[config.mk]
export PLATFORM = sky130hd
export DESIGN_NAME = multichannel_sliding_median
export DESIGN_NICKNAME = d
export VERILOG_FILES = /design/src/hdl/msm_pkg.sv /design/src/hdl/msm_ram.sv /design/src/hdl/msm_ctrl.sv /design/src/hdl/msm_dp.sv /design/src/hdl/multichannel_sliding_median.sv
export SDC_FILE = /design/constraint.sdc
export NUM_CORES = 2
export LEC_CHECK = 0
export CELL_PAD_IN_SITES_DETAIL_PLACEMENT = 1
export CELL_PAD_IN_SITES_GLOBAL_PLACEMENT = 1
export CORE_MARGIN = 8
export CORE_UTILIZATION = 58
export DETAILED_ROUTE_END_ITERATION = 8
export DONT_BUFFER_PORTS = 1
export PLACE_DENSITY = 0.83
export SLEW_MARGIN = 20
export SYNTH_ARGS = -nofsm -noshare
export SYNTH_HDL_FRONTEND = slang
export SYNTH_HIERARCHICAL = 1
export SYNTH_SLANG_ARGS = --single-unit
[constraint.sdc]
create_clock -name i_clk -period 17.94 [get_ports i_clk]
set_input_delay 0.897 -clock i_clk [delete_from_list [all_inputs] [get_ports i_clk]]
set_output_delay 0.897 -clock i_clk [all_outputs]
set_load 0.02 [all_outputs]
[src/hdl/msm_pkg.sv]
// ----------------------------------------------------------------------------
// msm_pkg: shared constants and types for the multichannel sliding median
// Window geometry, field widths and the command/status bundles that join
// the controller to the datapath.
// ----------------------------------------------------------------------------
package msm_pkg;

    // Geometry
    localparam int CHANNELS      = 8;
    localparam int WINDOW_LENGTH = 10;
    localparam int MEDIAN_IDX    = WINDOW_LENGTH / 2;

    // Field widths
    localparam int CH_W  = 3;
    localparam int SMP_W = 16;

    // Derived widths
    localparam int IDX_W   = $clog2(WINDOW_LENGTH);
    localparam int CNT_W   = $clog2(WINDOW_LENGTH + 1);
    localparam int DEPTH   = CHANNELS * WINDOW_LENGTH;
    localparam int ADDR_W  = $clog2(DEPTH);

    typedef logic [IDX_W-1:0]  t_idx;
    typedef logic [CNT_W-1:0]  t_cnt;
    typedef logic [ADDR_W-1:0] t_addr;

    // Controller to datapath
    typedef struct packed {
        logic capture;   // latch the accepted request
        logic write;     // store sample, advance pointer and fill count
        logic rd_en;     // issue a window read
        t_idx rd_idx;    // window entry to read
        logic load_out;  // load the result register
    } t_cmd;

    // Datapath to controller
    typedef struct packed {
        logic raw;       // request passes straight through (warm-up or bad channel)
        logic out_free;  // result register can take a new value this cycle
    } t_sts;

endpackage

[src/hdl/msm_ram.sv]
// ----------------------------------------------------------------------------
// msm_ram: generic simple dual-port RAM
// One write port, one read port, read data registered.
// ----------------------------------------------------------------------------
module msm_ram #(
    parameter int WIDTH = 16,
    parameter int DEPTH = 80
) (
    input  logic                     i_clk,
    input  logic                     i_we,
    input  logic [$clog2(DEPTH)-1:0] i_waddr,
    input  logic [WIDTH-1:0]         i_wdata,
    input  logic                     i_re,
    input  logic [$clog2(DEPTH)-1:0] i_raddr,
    output logic [WIDTH-1:0]         o_rdata
);

    logic [WIDTH-1:0] r_mem [DEPTH];
    logic [WIDTH-1:0] r_rdata;

    // Write and registered read
    always_ff @(posedge i_clk) begin
        if (i_we) begin
            r_mem[i_waddr] <= i_wdata;
        end
        if (i_re) begin
            r_rdata <= r_mem[i_raddr];
        end
    end

    assign o_rdata = r_rdata;

endmodule

[src/hdl/msm_ctrl.sv]
// ----------------------------------------------------------------------------
// msm_ctrl: sequencer for the sliding median
// Accepts a request, has it stored, walks the window read addresses and
// hands the result to the output register.
// ----------------------------------------------------------------------------
module msm_ctrl (
    input  logic          i_clk,
    input  logic          i_rst_n,
    input  logic          i_in_valid,
    output logic          o_in_ready,
    input  msm_pkg::t_sts i_sts,
    output msm_pkg::t_cmd o_cmd
);

    typedef enum logic [4:0] {
        S_IDLE   = 5'b00001,
        S_WRITE  = 5'b00010,
        S_READ   = 5'b00100,
        S_DRAIN  = 5'b01000,
        S_FINISH = 5'b10000
    } t_state;

    t_state        r_state;
    t_state        n_state;
    msm_pkg::t_idx r_rd_idx;
    msm_pkg::t_idx n_rd_idx;

    // Next state and commands
    always_comb begin
        n_state  = r_state;
        n_rd_idx = r_rd_idx;
        o_cmd    = '0;
        o_cmd.rd_idx = r_rd_idx;
        unique case (r_state)
            S_IDLE: begin
                if (i_in_valid) begin
                    o_cmd.capture = 1'b1;
                    n_state       = S_WRITE;
                end
            end
            S_WRITE: begin
                o_cmd.write = 1'b1;
                n_rd_idx    = '0;
                n_state     = i_sts.raw ? S_FINISH : S_READ;
            end
            S_READ: begin
                o_cmd.rd_en = 1'b1;
                if (r_rd_idx == msm_pkg::t_idx'(msm_pkg::WINDOW_LENGTH - 1)) begin
                    n_state = S_DRAIN;
                end else begin
                    n_rd_idx = r_rd_idx + 1'b1;
                end
            end
            S_DRAIN: begin
                // last read word lands in its lane
                n_state = S_FINISH;
            end
            S_FINISH: begin
                if (i_sts.out_free) begin
                    o_cmd.load_out = 1'b1;
                    n_state        = S_IDLE;
                end
            end
            default: begin
                n_state = S_IDLE;
            end
        endcase
    end

    // State registers
    always_ff @(posedge i_clk) begin
        if (!i_rst_n) begin
            r_state  <= S_IDLE;
            r_rd_idx <= '0;
        end else begin
            r_state  <= n_state;
            r_rd_idx <= n_rd_idx;
        end
    end

    assign o_in_ready = (r_state == S_IDLE);

endmodule

[src/hdl/msm_dp.sv]
// ----------------------------------------------------------------------------
// msm_dp: datapath for the sliding median
// Per-channel pointers and fill counts, the window RAM, ten ranking lanes
// and the result register.
// ----------------------------------------------------------------------------
module msm_dp (
    input  logic                               i_clk,
    input  logic                               i_rst_n,
    input  logic [msm_pkg::CH_W-1:0]           i_channel,
    input  logic signed [msm_pkg::SMP_W-1:0]   i_sample,
    input  msm_pkg::t_cmd                      i_cmd,
    output msm_pkg::t_sts                      o_sts,
    input  logic                               i_out_ready,
    output logic                               o_out_valid,
    output logic signed [msm_pkg::SMP_W-1:0]   o_filtered
);

    // Captured request
    logic [msm_pkg::CH_W-1:0]         r_ch;
    logic signed [msm_pkg::SMP_W-1:0] r_smp;
    logic                             r_raw;

    // Per-channel state
    msm_pkg::t_idx r_ptr  [msm_pkg::CHANNELS];
    msm_pkg::t_cnt r_fill [msm_pkg::CHANNELS];

    logic          in_range;
    msm_pkg::t_idx cur_ptr;
    msm_pkg::t_cnt cur_fill;
    logic          warm;

    // RAM side
    msm_pkg::t_addr             base_addr;
    msm_pkg::t_addr             waddr;
    msm_pkg::t_addr             raddr;
    logic                       we;
    logic [msm_pkg::SMP_W-1:0]  rdata;
    logic                       r_ld_en;
    msm_pkg::t_idx              r_ld_idx;

    // Ranking lanes
    logic signed [msm_pkg::SMP_W-1:0] r_val  [msm_pkg::WINDOW_LENGTH];
    logic signed [msm_pkg::SMP_W-1:0] n_val  [msm_pkg::WINDOW_LENGTH];
    msm_pkg::t_idx                    r_rank [msm_pkg::WINDOW_LENGTH];
    msm_pkg::t_idx                    n_rank [msm_pkg::WINDOW_LENGTH];
    logic signed [msm_pkg::SMP_W-1:0] ld_val;
    msm_pkg::t_idx                    ld_cnt;
    logic signed [msm_pkg::SMP_W-1:0] median;

    // Result register
    logic                             r_out_valid;
    logic signed [msm_pkg::SMP_W-1:0] r_filtered;

    // Capture
    always_ff @(posedge i_clk) begin
        if (i_cmd.capture) begin
            r_ch  <= i_channel;
            r_smp <= i_sample;
        end
        if (i_cmd.write) begin
            r_raw <= o_sts.raw;
        end
    end

    // Channel lookup
    assign in_range = ({1'b0, r_ch} < (msm_pkg::CH_W + 1)'(msm_pkg::CHANNELS));
    assign cur_ptr  = r_ptr[r_ch];
    assign cur_fill = r_fill[r_ch];
    assign warm     = (cur_fill < msm_pkg::t_cnt'(msm_pkg::WINDOW_LENGTH));

    // Pointer and fill count update
    always_ff @(posedge i_clk) begin
        if (!i_rst_n) begin
            for (int c = 0; c < msm_pkg::CHANNELS; c++) begin
                r_ptr[c]  <= '0;
                r_fill[c] <= '0;
            end
        end else if (i_cmd.write && in_range) begin
            if (cur_ptr == msm_pkg::t_idx'(msm_pkg::WINDOW_LENGTH - 1)) begin
                r_ptr[r_ch] <= '0;
            end else begin
                r_ptr[r_ch] <= cur_ptr + 1'b1;
            end
            if (warm) begin
                r_fill[r_ch] <= cur_fill + 1'b1;
            end
        end
    end

    // Window RAM addressing: channel row plus entry
    assign base_addr = msm_pkg::t_addr'(r_ch) * msm_pkg::t_addr'(msm_pkg::WINDOW_LENGTH);
    assign waddr     = base_addr + msm_pkg::t_addr'(cur_ptr);
    assign raddr     = base_addr + msm_pkg::t_addr'(i_cmd.rd_idx);
    assign we        = i_cmd.write && in_range;

    msm_ram #(
        .WIDTH (msm_pkg::SMP_W),
        .DEPTH (msm_pkg::DEPTH)
    ) u_ram (
        .i_clk   (i_clk),
        .i_we    (we),
        .i_waddr (waddr),
        .i_wdata (r_smp),
        .i_re    (i_cmd.rd_en),
        .i_raddr (raddr),
        .o_rdata (rdata)
    );

    // Read data comes from the RAM's output register; enable and index are delayed to match
    always_ff @(posedge i_clk) begin
        if (!i_rst_n) begin
            r_ld_en <= 1'b0;
        end else begin
            r_ld_en <= i_cmd.rd_en;
        end
        r_ld_idx <= i_cmd.rd_idx;
    end

    // Incremental ranking: each arriving word bumps the rank of every
    // earlier lane holding a larger value, and takes as its own rank the
    // number of earlier lanes not above it (ties go to the earlier lane).
    assign ld_val = $signed(rdata);

    always_comb begin
        n_val  = r_val;
        n_rank = r_rank;
        ld_cnt = '0;
        if (r_ld_en) begin
            for (int i = 0; i < msm_pkg::WINDOW_LENGTH; i++) begin
                if (i < int'(r_ld_idx)) begin
                    if (ld_val < r_val[i]) begin
                        n_rank[i] = r_rank[i] + 1'b1;
                    end else begin
                        ld_cnt = ld_cnt + 1'b1;
                    end
                end
            end
            n_val[r_ld_idx]  = ld_val;
            n_rank[r_ld_idx] = ld_cnt;
        end
    end

    always_ff @(posedge i_clk) begin
        r_val  <= n_val;
        r_rank <= n_rank;
    end

    // Median pick: the lane ranked at the middle position
    always_comb begin
        median = r_val[0];
        for (int i = 0; i < msm_pkg::WINDOW_LENGTH; i++) begin
            if (r_rank[i] == msm_pkg::t_idx'(msm_pkg::MEDIAN_IDX)) begin
                median = r_val[i];
            end
        end
    end

    // Result register
    always_ff @(posedge i_clk) begin
        if (!i_rst_n) begin
            r_out_valid <= 1'b0;
        end else if (i_cmd.load_out) begin
            r_out_valid <= 1'b1;
        end else if (i_out_ready) begin
            r_out_valid <= 1'b0;
        end
        if (i_cmd.load_out) begin
            r_filtered <= r_raw ? r_smp : median;
        end
    end

    // Status
    assign o_sts.raw      = !in_range || warm;
    assign o_sts.out_free = !r_out_valid || i_out_ready;

    assign o_out_valid = r_out_valid;
    assign o_filtered  = r_filtered;

endmodule

[src/hdl/multichannel_sliding_median.sv]
// ----------------------------------------------------------------------------
// multichannel_sliding_median: per-channel sliding-window median filter
// Ten-sample window per channel, upper median, raw pass-through in warm-up.
// ----------------------------------------------------------------------------
// Each request carries a channel and a signed sample; exactly one result
// comes back per request, in order. The first ten samples of a channel, and
// any request on a channel number at or above the channel count, return the
// raw sample by way of the write and finish states. Once a channel's window
// is full a request passes the write, read, drain and finish states: the ten
// window entries are read from the single read port of the window RAM one a
// cycle and ranked as they arrive, then the middle-ranked entry is picked.
// Requests are taken one at a time; a finished result waits in its own
// register, so the next request can be accepted before the previous result
// has been taken. No clearing pass is needed after reset.
module multichannel_sliding_median (
    input  logic                             i_clk,
    input  logic                             i_rst_n,
    input  logic                             i_in_valid,
    output logic                             o_in_ready,
    input  logic [msm_pkg::CH_W-1:0]         i_channel,
    input  logic signed [msm_pkg::SMP_W-1:0] i_sample,
    output logic                             o_out_valid,
    input  logic                             i_out_ready,
    output logic signed [msm_pkg::SMP_W-1:0] o_filtered
);

    msm_pkg::t_cmd cmd;
    msm_pkg::t_sts sts;

    // Sequencer
    msm_ctrl u_ctrl (
        .i_clk      (i_clk),
        .i_rst_n    (i_rst_n),
        .i_in_valid (i_in_valid),
        .o_in_ready (o_in_ready),
        .i_sts      (sts),
        .o_cmd      (cmd)
    );

    // Datapath
    msm_dp u_dp (
        .i_clk       (i_clk),
        .i_rst_n     (i_rst_n),
        .i_channel   (i_channel),
        .i_sample    (i_sample),
        .i_cmd       (cmd),
        .o_sts       (sts),
        .i_out_ready (i_out_ready),
        .o_out_valid (o_out_valid),
        .o_filtered  (o_filtered)
    );

    // An accepted request is stored in the very next cycle
    a_accept_then_write: assert property (@(posedge i_clk) disable iff (!i_rst_n)
        (i_in_valid && o_in_ready) |=> cmd.write)
        else $error("accepted request not written next cycle");

    // The result register is never overwritten while it still holds a result
    a_load_when_free: assert property (@(posedge i_clk) disable iff (!i_rst_n)
        cmd.load_out |-> sts.out_free)
        else $error("result loaded over a pending result");

    // Window reads walk the entries in order, one per cycle
    a_read_sequence: assert property (@(posedge i_clk) disable iff (!i_rst_n)
        (cmd.rd_en && $past(cmd.rd_en)) |-> (cmd.rd_idx == $past(cmd.rd_idx) + 1'b1))
        else $error("window read index skipped");

    // No input is taken while a window read is in flight
    a_no_accept_in_read: assert property (@(posedge i_clk) disable iff (!i_rst_n)
        cmd.rd_en |-> !o_in_ready)
        else $error("request accepted during window read");

endmodule

== Yosys cells after proc, flatten, opt, wreduce, memory -nomap -nowiden ==
Memory sizes are Yosys's and may differ from the RTL's. A register that Yosys moved wholly into a read port is not among the register bits.
Cells that the tools add are included.
Widths: inputs -> output; s select.
Word-level totals
  bits in registers: 251
  memory bits (writable): 1344
  output and inout port bits: 18
  memories: 3
Cells by class
  add/subtract/negate cells: 24
  $mul: 1
  order comparisons: 23
  equality and inequality tests: 20
  mux-type cells: 115
  bitwise gates (word level): 2
  reductions and logical operators: 9
Memory list
  u_dp.u_ram.r_mem: depth 80, bits a word 16, rd ports 1, clocked after Yosys merged registers in 1, wr ports 1, line msm_ram.sv:18  | logic [WIDTH-1:0] r_mem [DEPTH];
  u_dp.r_fill: depth 8, bits a word 4, rd ports 1, clocked after Yosys merged registers in 1, wr ports 8, line msm_dp.sv:25  | msm_pkg::t_cnt r_fill [msm_pkg::CHANNELS];
  u_dp.r_ptr: depth 8, bits a word 4, rd ports 1, clocked after Yosys merged registers in 1, wr ports 8, line msm_dp.sv:24  | msm_pkg::t_idx r_ptr [msm_pkg::CHANNELS];
Operator list (count)
  $mux 4: 64
  $mux 16: 11
  $bwmux 160: 1
  $lt 16x16->1: 10
  $add 4x1->4 const B: 22
  $demux 16 s4: 1
  $bwmux 40: 1
  $eq 4x3->1 const B: 9
  $mux 1: 26
  $pmux 5 s5: 1
  $mux 5: 4
  $demux 4 s4: 1
  $lt 3x4->1 const A: 4
  $add 7x4->7: 2
  $mux 3: 4
  $eq 4x4->1 const B: 2
  $lt 1x4->1 const A: 2
  $lt 2x4->1 const A: 2
  $lt 4x4->1 const A: 2
  $pmux 4 s2: 1
  $reduce_or 4->1: 2
  $mul 3x3->6 const B: 1
  $ne 2x2->1 const B: 3
  $eq 5x1->1 const B: 1
  other kinds (16): 17

== Logic depth before layout (Yosys ltp) ==
  depth in word-level cells: 41
  gate-level depth with buffers: 40

== Cells and area by module ==
Netlist, hierarchy kept.
By module, submodules not included
  msm_ram: times used 1, cells each 2392, area each 49998.0 sq um, sequential area each 38917.3 sq um
  msm_dp: times used 1, cells each 1612, area each 17783.3 sq um, sequential area each 9068.7 sq um
  msm_ctrl: times used 1, cells each 65, area each 539.3 sq um, sequential area each 180.2 sq um

== Worst setup path after synthesis ==
No wires, ideal clock.
  path kind: register to register
  from: reg u_dp.u_ram.r_rdata[1] (netlist: u_dp/u_ram/o_rdata[1]) (read register of u_dp.u_ram.r_mem)
  to: reg u_dp/r_rank[22] in the netlist's numbering, data pin
  arrival: 7.417 ns
  slack: 10.244 ns
  stages on the path, launching flop included: 40
  clock period less this slack: 7.696 ns
  cell sequence: edfxtp_1 ha_1 a21o_1 a21o_1 a21o_1 a21o_1 a21o_1 a21o_1 a21oi_1 o21ai_0 a21oi_1 a31oi_1 ha_1 nand2_1 o211a_1 o211ai_2 ha_1 nand3_1 [4 not listed] ha_1 or4b_2 o21ai_0 a21oi_1 o21ai_0 a21oi_1 inv_1 ha_1 xnor2_1 nor4bb_1 a221oi_1 ha_1 mux2_2 ha_1 nand2_1 xnor2_1 xnor2_1 o32ai_1
On the way
  word-level cells in the longest chain between the ends: 41
RTL lines
  start: declaration: line msm_ram.sv:19  | logic [WIDTH-1:0] r_rdata;
  $lt 16x16->1: line msm_dp.sv:131  | if (ld_val < r_val[i]) begin
  $mux 1: line msm_dp.sv:131
  $mux 4: line msm_dp.sv:130  | if (i < int'(r_ld_idx)) begin
  $mux 4: line msm_dp.sv:128  | if (r_ld_en) begin
  $add 4x1->4: line msm_dp.sv:134  | ld_cnt = ld_cnt + 1'b1;
  $mux 4: line msm_dp.sv:131
  $mux 4: line msm_dp.sv:130
  $mux 4: line msm_dp.sv:128
  [25 not listed]
  $mux 4: line msm_dp.sv:131
  $mux 4: line msm_dp.sv:130
  $mux 4: line msm_dp.sv:128
  $add 4x1->4: line msm_dp.sv:134
  $mux 4: line msm_dp.sv:131
  $mux 4: line msm_dp.sv:130
  $mux 4: line msm_dp.sv:128
  $bwmux 40 (*): line msm_dp.sv:139  | n_rank[r_ld_idx] = ld_cnt;
  end signal: assignment: line msm_dp.sv:145  | r_rank <= n_rank;
  end: declaration: line msm_dp.sv:44  | msm_pkg::t_idx r_rank [msm_pkg::WINDOW_LENGTH];
Every way passes the cells marked *; elsewhere a longest branch is shown, timed or not. The select of a mux whose other input is x is not followed.
A chain may end at the register's enable or synchronous reset.

== Final worst setup path ==
  from: reg u_dp.u_ram.r_rdata[0] (netlist: u_dp/u_ram/o_rdata[0]) (read register of u_dp.u_ram.r_mem)
  to: reg u_dp/r_rank[22] in the netlist's numbering, data pin
The elaborated chain is that of the path after synthesis.

==> run metrics <==
Syn-to-layout area delta=11.1%; Port-buffer cells=0; die height=359 microns; commonest cells after routing, fill and taps aside=edfxtp_1, nor2_1, mux2i_1; Seq/Total Area, Yosys=70.5%; largest net degree at the start of global routing=109; CTS Hold Bufs=0; fmax=0.111 GHz; final wirelength=198000 microns; min-delay src=i_sample[13]; setup slack, reg-to-reg=8.91 ns; total CTS buffers=162; Hold Path Stages=0; Clock Tree Buf Depth=3; Peak VDD IR=0.000102 V; WL/cell=33.8 microns; Rows=126; Detailed Place HPWL=110000 microns; TritonCTS clock tree=done; Cells after Synth=4069; cells resized by post-CTS repair=0; number of H-tree levels=4; synthesized net count=4285; Clk Tree Root Cell=clkbuf_16; Final ANT Viol Nets=0; Hold WC Path Type=input port to register; DRC viols=0; num ports=41; CP Max Fanout=20; cell area after layout=75900 sq um; filler cell count in the final layout=9920; Pwr Density=108 nW/um^2; Core Box Area=117000 sq um; grt total ovfl=0; status=completed; Worst path max stage delay=0.67 ns; NumNets Final=4407; Initial Util=58.2%; Register Area=48200 sq um; crit path capture type=register; reg2reg end=u_dp/r_rank[22]$_DFFE_PP_; Clock Sinks=1610; Least-Margin Pin Slew=1.13 ns; skew final=0.0283 ns; Worst R2R Start=u_dp/u_ram/o_rdata[0]$_DFFE_PP_; Synth cell types=88; Via Count=40200; period utilisation layout=50.4%; #FFs+latches synth=1610; vias per std cell=6.86; clk_lat worst skew=0.82 ns; Syn Area/Cell=16.8 sq um; vias in the first global route=42800; final setup vio count=0; drt pass-1 iters=5; Setup TNS Final=0 ns; Critical Path RT=18.46 ns; Final min period=9.03 ns; Hold Fails Final Rpt=0; Yosys warnings=6; CP arrival=9.55 ns; max-cap viol count=0; Cell Area, Placed=70600 sq um; Yosys top cell area share=70.0%; fraction of registers with async set or reset after synthesis=0%; endpoint of the worst hold path=u_dp/r_smp[13]$_DFFE_PP_; Final Non-Filler Cells=5860; GPL Wtd Cong=0.817; placed cells=5563; die area=129000 sq um; Syn Std Cell Area=68300 sq um; R2R cell count=39; initial antenna violation count=4; Critical Path Slowest Stage Cell=edfxtp_1; CTS clk-pin slew, worst paths=0.07 ns; area of the multi-input gates=18700 sq um; leakage=26.1 nW; Crit path top cell by count=ha_1; CP Class=register to register; Top FF cell, synth=edfxtp_1; commonest non-fill, non-tap cell in the layout=edfxtp_1; Post-synth EDFFs=1592; All-Layer GR Usage=30.3%; Slew Viols, Final=0; first-pass GRT wire length=292000 microns; layout cells sized above 1=16.0%; area leader, netlist=edfxtp_1; RSZ-0062 raised after global routing=false; top post-synthesis cells by area=edfxtp_1, mux4_2, mux2i_1, ha_1, nor2_1; max_slew headroom=24.8%; Die X=359 microns; Setup Buffers After CTS=0; CP Launch Type=register; First DRT Iteration DRCs=5105
## worst max-delay path: cells and delay by family, from the launching register on
kind	cells	cell delay, ns
buffers and inverters	1	0.10
muxes	1	0.30
AOI/OAI and AO/OA	19	3.34
and+or+nand+nor	8	1.56
xor gates and xnor gates	3	0.77
adders and majority gates	7	1.98
DFF	1	0.67
## logic make-up after synthesis
| kind of cell | after synthesis | synth area share (%) |
|---|---|---|
| buf+inv | 380 | 2.34 |
| compound gates | 589 | 5.89 |
| mux | 543 | 12.1 |
| xor+xnor | 55 | 0.910 |
| fa+ha+maj | 193 | 3.56 |
| simple gates | 699 | 4.71 |
| flops | 1610 | 70.5 |
## synth_stat cells, types with 27 or more instances
library cell / n
edfxtp_1: 1592
nor2_1: 314
mux2i_1: 298
mux4_2: 224
ha_1: 191
inv_1: 189
a21oi_1: 161
nand2_1: 129
a211oi_1: 90
clkbuf_1: 83
a22oi_1: 81
buf_2: 79
nand3_1: 77
o21ai_0: 44
a31oi_1: 41
nor3_1: 36
a22o_1: 32
nor2b_1: 30
nand2b_1: 27
xnor2_1: 27
## power by group
part / total, mW / switching, mW / internal [mW]
registers: 4.19 / 0.0174 / 4.17
clock network: 3.44 / 1.52 / 1.92
logic: 0.581 / 0.417 / 0.165
total: 8.21 / 1.96 / 6.25
## metal layers
metal  share of wire (%)  wire length, microns  global-route usage [%]
met5               0.024                    47                       0
met4                 5.5                 10900                    14.7
met3                 8.1                 16000                    5.27
met2                  50                100000                    52.1
met1                  36                 71200                    37.4
## area by class of cell
class	instances	area share, %
clock buffers	193	5.52
well taps	1536	2.53
inverters	190	0.950
flip-flops and latches	1610	63.5
clock inverters	101	1.40
diodes	3	0.00989
multi-input cells	2079	24.6
repair buffers	148	1.51
## registers in the layout (all words and copies together) (netlist names), named ones only
name and count:
u_dp/r_ch 3, u_dp/r_ptr 32, u_dp/r_raw 1, u_dp/r_val 160
u_ctrl/r_state 5, u_dp/o_out_valid 1, u_dp/r_smp 16, u_dp/r_ld_idx 4
u_dp/r_rank 36, u_dp/u_ram/r_mem 1280, u_ctrl/r_rd_idx 4, u_dp/u_ram/o_rdata 16
u_dp/r_ld_en 1, u_dp/r_fill 32, u_dp/o_filtered 16
## metrics by stage
step | hold WS [ns] | utilization, % | total power [mW] | setup WS, ns
finish | 0.172 | 64.6 | 8.21 | 8.91
global route | 0.156 | 64.6 | 8.35 | 8.31
CTS | 0.133 | 64.6 | 8.22 | 8.92
detailed placement | 0.521 | 60.1 | 4.81 | 9.02
global placement | 0.511 | 60.1 | 4.78 | 9.19
floorplan | 0.387 | - | 4.59 | 10.24
## worst max path at each step
| stage | start | endpoint | slack, ns | cells past startpoint |
|---|---|---|---|---|
| floorplan | u_dp/u_ram/o_rdata[1]$_DFFE_PP_ | u_dp/r_rank[22]$_DFFE_PP_ | 10.24 | 39 |
| finish | u_dp/u_ram/o_rdata[0]$_DFFE_PP_ | u_dp/r_rank[22]$_DFFE_PP_ | 8.91 | 39 |
| global route | u_dp/u_ram/o_rdata[0]$_DFFE_PP_ | u_dp/r_rank[13]$_DFFE_PP_ | 8.31 | 37 |
| global placement | u_dp/u_ram/o_rdata[0]$_DFFE_PP_ | u_dp/r_rank[22]$_DFFE_PP_ | 9.19 | 39 |
| detailed placement | u_dp/u_ram/o_rdata[0]$_DFFE_PP_ | u_dp/r_rank[10]$_DFFE_PP_ | 9.02 | 39 |
| CTS | u_dp/u_ram/o_rdata[0]$_DFFE_PP_ | u_dp/r_rank[22]$_DFFE_PP_ | 8.92 | 39 |
No activity file was read; power rests on OpenSTA's default activity.
